===== config.mk =====
export PLATFORM = sky130hd
export DESIGN_NAME = serial_frame_receiver_crc16_core
export DESIGN_NICKNAME = d
export VERILOG_FILES = /design/src/design/sfr_crc16_pkg.sv /design/src/design/serial_frame_receiver_crc16_core.sv /design/src/design/sfr_crc16_byte.sv
export SDC_FILE = /design/constraint.sdc
export NUM_CORES = 1
export LEC_CHECK = 0
export BUFFER_PORTS_ARGS = -buffer_cell sky130_fd_sc_hd__buf_2
export CAP_MARGIN = 20
export CORE_MARGIN = 2
export CORE_UTILIZATION = 30
export DETAILED_ROUTE_END_ITERATION = 12
export PLACE_DENSITY = 0.53
export SETUP_SLACK_MARGIN = 0.2
export SLEW_MARGIN = 10
export SYNTH_ARGS = -nofsm -noshare
export SYNTH_HDL_FRONTEND = slang
export SYNTH_SLANG_ARGS = --single-unit

===== constraint.sdc =====
create_clock -name clk -period 10.8 [get_ports clk]
set_input_delay 1.62 -clock clk [delete_from_list [all_inputs] [get_ports clk]]
set_output_delay 1.62 -clock clk [all_outputs]
set_load 0.02 [all_outputs]

===== src/design/sfr_crc16_pkg.sv =====
// shared constants for the serial frame receiver: widths, status codes,
// frame phase codes, register indexes and reset values; no dependencies
package sfr_crc16_pkg;

	localparam int CRC_W   = 16;
	localparam int BYTE_W  = 8;
	localparam int CHAR_W  = 7;
	localparam int STAT_W  = 3;
	localparam int PHASE_W = 3;
	localparam int BITPOS_W = 3;
	localparam int CFG_IDX_W = 1;

	// result status codes
	localparam logic [STAT_W-1:0] ST_PAYLOAD   = 3'd0;
	localparam logic [STAT_W-1:0] ST_CRC_PASS  = 3'd1;
	localparam logic [STAT_W-1:0] ST_CRC_FAIL  = 3'd2;
	localparam logic [STAT_W-1:0] ST_PARITY    = 3'd3;
	localparam logic [STAT_W-1:0] ST_SYNC_MISS = 3'd4;

	// frame phase codes
	localparam logic [PHASE_W-1:0] PH_SYNC1 = 3'd0;
	localparam logic [PHASE_W-1:0] PH_SYNC2 = 3'd1;
	localparam logic [PHASE_W-1:0] PH_SEQ   = 3'd2;
	localparam logic [PHASE_W-1:0] PH_LEN   = 3'd3;
	localparam logic [PHASE_W-1:0] PH_DATA  = 3'd4;

	// configuration register indexes
	localparam logic [CFG_IDX_W-1:0] REG_CRC_POLY  = 1'd0;
	localparam logic [CFG_IDX_W-1:0] REG_SYNC_CHAR = 1'd1;

	localparam logic [CRC_W-1:0]  CRC_POLY_RST  = 16'h8005;
	localparam logic [CHAR_W-1:0] SYNC_CHAR_RST = 7'd22;

endpackage


===== src/design/serial_frame_receiver_crc16_core.sv =====
// serial frame receiver top level: byte assembly, header checks, crc-16 check
// depends on sfr_crc16_pkg and sfr_crc16_byte
//
// channel   direction  handshake               payload
// bit       in         bit_valid / bit_stall   line_bit
// result    out        result_valid / result_stall
//                                               status, data_byte, byte_index, data_valid,
//                                               frame_end, sequence_number, frame_length
// cfg       in         cfg_valid / cfg_ready   cfg_index, cfg_data
//
// one line bit is taken per cycle while bit_stall is low; a completed byte passes through
// the input register and then the single framing/crc stage into the result register
// a result appears only on the eighth bit of a byte, at most one per byte
// arst_n clears the framer state and valid flags and resets the config registers at once
// a result held under result_stall holds the framing stage and stalls the bit channel
// cfg_ready is always high
module serial_frame_receiver_crc16_core import sfr_crc16_pkg::*; (
	input  logic                 clk,
	input  logic                 arst_n,
	input  logic                 bit_valid,
	output logic                 bit_stall,
	input  logic                 line_bit,
	output logic                 result_valid,
	input  logic                 result_stall,
	output logic [STAT_W-1:0]    status,
	output logic [BYTE_W-1:0]    data_byte,
	output logic [CHAR_W-1:0]    byte_index,
	output logic                 data_valid,
	output logic                 frame_end,
	output logic [CHAR_W-1:0]    sequence_number,
	output logic [CHAR_W-1:0]    frame_length,
	input  logic                 cfg_valid,
	output logic                 cfg_ready,
	input  logic [CFG_IDX_W-1:0] cfg_index,
	input  logic [CRC_W-1:0]     cfg_data
);

	// configuration registers
	logic [CRC_W-1:0]  crc_poly_q;
	logic [CHAR_W-1:0] sync_char_q;

	// input register
	logic valid_s1;
	logic bit_s1;

	// framer state
	logic [BITPOS_W-1:0] bit_pos_q;
	logic [BYTE_W-1:0]   shifter_q;
	logic [PHASE_W-1:0]  phase_q;
	logic [CHAR_W-1:0]   held_seq_q;
	logic [CHAR_W-1:0]   held_len_q;
	logic [CHAR_W-1:0]   count_q;
	logic [CRC_W-1:0]    crc_q;

	// result register
	logic                result_valid_q;
	logic [STAT_W-1:0]   status_q;
	logic [BYTE_W-1:0]   data_byte_q;
	logic [CHAR_W-1:0]   byte_index_q;
	logic                data_valid_q;
	logic                frame_end_q;
	logic [CHAR_W-1:0]   seq_q;
	logic [CHAR_W-1:0]   len_q;

	// next-state and result from the framing stage
	logic                advance;
	logic [BYTE_W-1:0]   shifter_next;
	logic [CRC_W-1:0]    crc_upd;
	logic                parity_ok;
	logic                sync_hit;
	logic [PHASE_W-1:0]  phase_next;
	logic [CHAR_W-1:0]   held_seq_next;
	logic [CHAR_W-1:0]   held_len_next;
	logic [CHAR_W-1:0]   count_next;
	logic [CRC_W-1:0]    crc_next;
	logic                res_hit;
	logic [STAT_W-1:0]   res_status;
	logic [BYTE_W-1:0]   res_data;
	logic [CHAR_W-1:0]   res_index;
	logic                res_dvalid;
	logic                res_end;
	logic [CHAR_W-1:0]   res_seq;
	logic [CHAR_W-1:0]   res_len;
	logic [CHAR_W-1:0]   count_inc;

	// the framing stage moves unless a result is held by the consumer
	assign advance   = !(result_valid_q && result_stall);
	assign bit_stall = !advance;
	assign cfg_ready = 1'b1;

	always_ff @(posedge clk or negedge arst_n) begin
		if (!arst_n) begin
			crc_poly_q  <= CRC_POLY_RST;
			sync_char_q <= SYNC_CHAR_RST;
		end else if (cfg_valid) begin
			unique case (cfg_index)
				REG_CRC_POLY:  crc_poly_q  <= cfg_data;
				REG_SYNC_CHAR: sync_char_q <= cfg_data[CHAR_W-1:0];
				default: ;
			endcase
		end
	end

	// input register takes one bit transaction per cycle unless the framing stage is stalled
	always_ff @(posedge clk or negedge arst_n) begin
		if (!arst_n) begin
			valid_s1 <= 1'b0;
		end else if (advance) begin
			valid_s1 <= bit_valid;
		end
	end

	always_ff @(posedge clk) begin
		if (advance) begin
			bit_s1 <= line_bit;
		end
	end

	// lsb-first assembly: new bit enters at the top
	assign shifter_next = {bit_s1, shifter_q[BYTE_W-1:1]};
	assign parity_ok    = ^shifter_next;
	assign sync_hit     = parity_ok && (shifter_next[CHAR_W-1:0] == sync_char_q);
	assign count_inc    = count_q + CHAR_W'(1);

	sfr_crc16_byte u_crc (
		.rem      (crc_q),
		.data     (shifter_next),
		.poly     (crc_poly_q),
		.rem_next (crc_upd)
	);

	always_comb begin
		phase_next    = phase_q;
		held_seq_next = held_seq_q;
		held_len_next = held_len_q;
		count_next    = count_q;
		crc_next      = crc_q;
		res_hit       = 1'b0;
		res_status    = ST_SYNC_MISS;
		res_data      = '0;
		res_index     = '0;
		res_dvalid    = 1'b0;
		res_end       = 1'b1;
		res_seq       = '0;
		res_len       = '0;
		unique case (phase_q) inside
			PH_SYNC2: begin
				if (sync_hit) begin
					held_seq_next = '0;
					held_len_next = '0;
					phase_next    = PH_SEQ;
				end else begin
					phase_next = PH_SYNC1;
					res_hit    = 1'b1;
				end
			end
			PH_SEQ, PH_LEN: begin
				if (!parity_ok) begin
					// header parity fault reports what was held so far
					phase_next = PH_SYNC1;
					res_hit    = 1'b1;
					res_status = ST_PARITY;
					res_seq    = held_seq_q;
					res_len    = held_len_q;
				end else if (phase_q == PH_SEQ) begin
					held_seq_next = shifter_next[CHAR_W-1:0];
					phase_next    = PH_LEN;
				end else begin
					held_len_next = shifter_next[CHAR_W-1:0];
					count_next    = '0;
					crc_next      = '0;
					if (shifter_next[CHAR_W-1:0] == '0) begin
						// empty payload passes at once
						phase_next = PH_SYNC1;
						res_hit    = 1'b1;
						res_status = ST_CRC_PASS;
						res_seq    = held_seq_q;
					end else begin
						phase_next = PH_DATA;
					end
				end
			end
			PH_DATA: begin
				crc_next   = crc_upd;
				count_next = count_inc;
				res_hit    = 1'b1;
				res_data   = shifter_next;
				res_index  = count_q;
				res_dvalid = 1'b1;
				res_seq    = held_seq_q;
				res_len    = held_len_q;
				if (count_inc >= held_len_q) begin
					// last byte carries the crc verdict
					phase_next = PH_SYNC1;
					res_status = (crc_upd == '0) ? ST_CRC_PASS : ST_CRC_FAIL;
				end else begin
					res_status = ST_PAYLOAD;
					res_end    = 1'b0;
				end
			end
			default: begin
				// hunting, also unused phase codes
				if (sync_hit) begin
					phase_next = PH_SYNC2;
				end else begin
					phase_next = PH_SYNC1;
					res_hit    = 1'b1;
				end
			end
		endcase
	end

	// framer state advances on every bit; byte decisions on the eighth bit
	always_ff @(posedge clk or negedge arst_n) begin
		if (!arst_n) begin
			bit_pos_q  <= '0;
			shifter_q  <= '0;
			phase_q    <= PH_SYNC1;
			held_seq_q <= '0;
			held_len_q <= '0;
			count_q    <= '0;
			crc_q      <= '0;
		end else if (advance && valid_s1) begin
			shifter_q <= shifter_next;
			bit_pos_q <= bit_pos_q + BITPOS_W'(1);
			if (bit_pos_q == '1) begin
				phase_q    <= phase_next;
				held_seq_q <= held_seq_next;
				held_len_q <= held_len_next;
				count_q    <= count_next;
				crc_q      <= crc_next;
			end
		end
	end

	// result register
	always_ff @(posedge clk or negedge arst_n) begin
		if (!arst_n) begin
			result_valid_q <= 1'b0;
		end else if (advance) begin
			result_valid_q <= valid_s1 && (bit_pos_q == '1) && res_hit;
		end
	end

	always_ff @(posedge clk) begin
		if (advance && valid_s1 && (bit_pos_q == '1) && res_hit) begin
			status_q     <= res_status;
			data_byte_q  <= res_data;
			byte_index_q <= res_index;
			data_valid_q <= res_dvalid;
			frame_end_q  <= res_end;
			seq_q        <= res_seq;
			len_q        <= res_len;
		end
	end

	assign result_valid    = result_valid_q;
	assign status          = status_q;
	assign data_byte       = data_byte_q;
	assign byte_index      = byte_index_q;
	assign data_valid      = data_valid_q;
	assign frame_end       = frame_end_q;
	assign sequence_number = seq_q;
	assign frame_length    = len_q;

endmodule


===== src/design/sfr_crc16_byte.sv =====
// byte-wide crc-16 update, msb first, programmable polynomial
// depends on sfr_crc16_pkg for widths
module sfr_crc16_byte import sfr_crc16_pkg::*; (
	input  logic [CRC_W-1:0]  rem,
	input  logic [BYTE_W-1:0] data,
	input  logic [CRC_W-1:0]  poly,
	output logic [CRC_W-1:0]  rem_next
);

	always_comb begin
		logic [CRC_W-1:0] r;
		r = rem ^ {data, {(CRC_W-BYTE_W){1'b0}}};
		for (int i = 0; i < BYTE_W; i++) begin
			if (r[CRC_W-1]) begin
				r = {r[CRC_W-2:0], 1'b0} ^ poly;
			end else begin
				r = {r[CRC_W-2:0], 1'b0};
			end
		end
		rem_next = r;
	end

endmodule


==> impl_metrics.ini <==
[status]
status = complete, no violations

[sta]
finalSetupTns_ns = 0
finalCritPeriodShare_pct = 60.7
hold_viol_final = 0
fin_skew_ns = 0.0181
rsz0062_at_grt = no
fmaxAchievable_ghz = 0.153
slew_viol_final = 0
slew_headroom_pct = 27.1
fin_crit_ns = 6.56
worst-slew-pin-transition_ns = 1.09
setup_violations = 0

[global_route]
grt_overflow = 0
grt_pass1_wl_um = 36200
grt_max_degree = 76
grt_pass1_vias = 6313
globalRouteTotalUtil_pct = 16.2
antenna_found_initial = 0

[die]
start_util_pct = 30.6
die_h_um = 170
rows = 60
die_w_um = 170
io_pins = 60
coreArea_mm2 = 0.0270
dieArea_mm2 = 0.0289

[drt]
routed_wl_um = 23100
drtIter0Drc = 563
wl_met2_um = 10600
routed-wl-met3_um = 1060
dr_total_vias = 6640
top_layer_used = met4
firstDrtPassIters = 5
ant_nets = 0
met1Wirelength_um = 10900
drc = 0
viasPerCell = 5.17
wl_per_cell_um = 18.0

[worst_setup_path]
reg2reg_slack_ns = 4.24
cp_slowest_cell = dfstp_2
cp-start-kind = register
worstPathMaxFanout = 50
worstPathArrival_ns = 6.67
required_ns = 10.91
setup.worst_path.end = status[1]
crit_start = crc_poly_q[15]
crit_path_frequent_cell = nor2_1
reg2reg_depth = 16
reg2reg_to = status[1]
crit_chain = inv_1, buf_4, nor2_1, nor2_1, o32a_1, o32ai_4, a21oi_1, or4_1, o211a_1, o2bb2ai_1, o22a_1, nand3_1, o221a_1, a2111oi_2, nand4_1, o31a_1
end_kind = register
critPathKind = register to register
max_stage_delay_ns = 1.14
r2r-start = crc_poly_q[15]

[logic_synthesis]
async_flop_share_pct = 68.2
synth.distinct_cells = 90
synth_compound_area_share_pct = 15.4
synth_mux_area_share_pct = 6.50
synthSimpleGateAreaFrac_pct = 19.2
synth_seq_cells = 110
syn_inst = 924
ys_seq_area_share_pct = 35.6
synth_edf_count = 35
avgSynthCellArea_um2 = 8.93
synth-xor-area-share_pct = 16.7
synthAdderAreaFrac_pct = 1.97
syn_nets = 960
yosys_warnings = 0
ys.flop_type = dfrtp_1
synth_top_family_by_area = simple AND/OR/NAND/NOR gates
syn-cell-area_mm2 = 0.00825

[clocking]
clock_path_buffers = 2
cts_resized = 0
ctsHtreeMaxLevel = 3
cts.clk_slew.worst_paths_ns = 0.09
cts_inserted_buffers = 9
cts_tree = built
hold_buffers = 0
cts_root_buf = clkbuf_16
cts_setup_buffers = 0
cts_sinks = 110
clkLatencyLatePin_ns = 0.37

[layout]
multi_input_area_mm2 = 0.00495
area_growth_pct = 10.7
regArea_mm2 = 0.00294
nFillCells = 2779
drive_gt1_share_pct = 16.9
nNetsFinal = 975
final_common_cell = nand2_1
final_cell_mix = 133 x nand2_1, 107 x xnor2_1, 69 x dfrtp_1, 64 x o21ai_0, 60 x nor2_1
antennaDiodeCount = 0

[run]
drv_cap = 0

[min_path]
hp-class = register to register

[placed_design]
io_buffers = 58
dp_hpwl_um = 16300
routabilityCongestion = 0.881
[critical path, delay by kind of cell (launching register included)]
kind	cells	cell delay, ns
DFF	1	1.14
and+or+nand+nor	5	1.31
buffers and inverters	2	0.72
AOI/OAI and AO/OA	9	3.10
[cells by family after synthesis]
group           after synthesis
compound gates              183
xor+xnor                    143
fa+ha+maj                    13
buf+inv                      91
flops                       110
mux                          49
other cells                   1
simple gates                334
[stage by stage]
stage                     worst slack (ns)  hold slack [ns]  area, um^2  utilization [%]  std cells
after floorplan                       6.20            0.448        8250                -        924
after global placement                4.49            0.468        8790             32.6       1268
after detailed placement              4.34            0.477        8790             32.6       1268
after CTS                             4.27            0.493        9110             33.8       1284
after global routing                  3.80            0.524        9140             33.9       1285
final                                 4.24            0.490        9140             33.9       1285
[metal layers]
metal | up-vias | GRT usage [%]
li1 | 3252 | -
met1 | 3173 | 23.0
met2 | 183 | 25.6
met3 | 32 | 2.40
met4 | 0 | 4.91
met5 | - | 0
[worst min-delay path by stage]
stage                       startpoint      endpoint  slack (ns)  cells after the start
after floorplan           bit_pos_q[0]  bit_pos_q[0]        0.45                      1
after global placement    bit_pos_q[0]  bit_pos_q[0]        0.47                      1
after detailed placement  bit_pos_q[0]  bit_pos_q[0]        0.48                      1
after CTS                 bit_pos_q[0]  bit_pos_q[0]        0.49                      1
after global routing      bit_pos_q[0]  bit_pos_q[0]        0.52                      1
final                     bit_pos_q[0]  bit_pos_q[0]        0.49                      1
[final cells by class]
cell class / count / share of cell area (%)
clock buffer: 9 / 2.46
multi-input combinational: 723 / 54.2
tap: 341 / 4.67
sequential: 110 / 32.1
clock inverter: 7 / 1.08
inverter: 24 / 0.986
timing repair buffer: 71 / 4.49
[cell usage after synthesis, drive strengths merged (6+ instances only)]
cell	count	area share (%)
and3	7	0.53
and2	24	1.8
xnor2	112	12
o211ai	8	0.73
dfstp	6	1.9
mux2	37	5.0
a22o	10	1.1
clkbuf	47	2.2
mux2i	12	1.5
nand2	133	6.0
nand3	42	2.6
o21ai	67	4.1
nand4	8	0.61
nor2	64	3.0
xor2	28	3.4
edfxtp	35	13
nor2b	15	1.1
inv	23	1.0
nor3	17	1.3
nand2b	6	0.45
a21oi	25	1.5
a32oi	7	0.74
ha	13	2.0
dfrtp	69	21
buf	20	1.4
o22ai	6	0.45
Power is not shown: default switching activity piles up to over one toggle a cycle in this logic, so the estimate is an artifact.
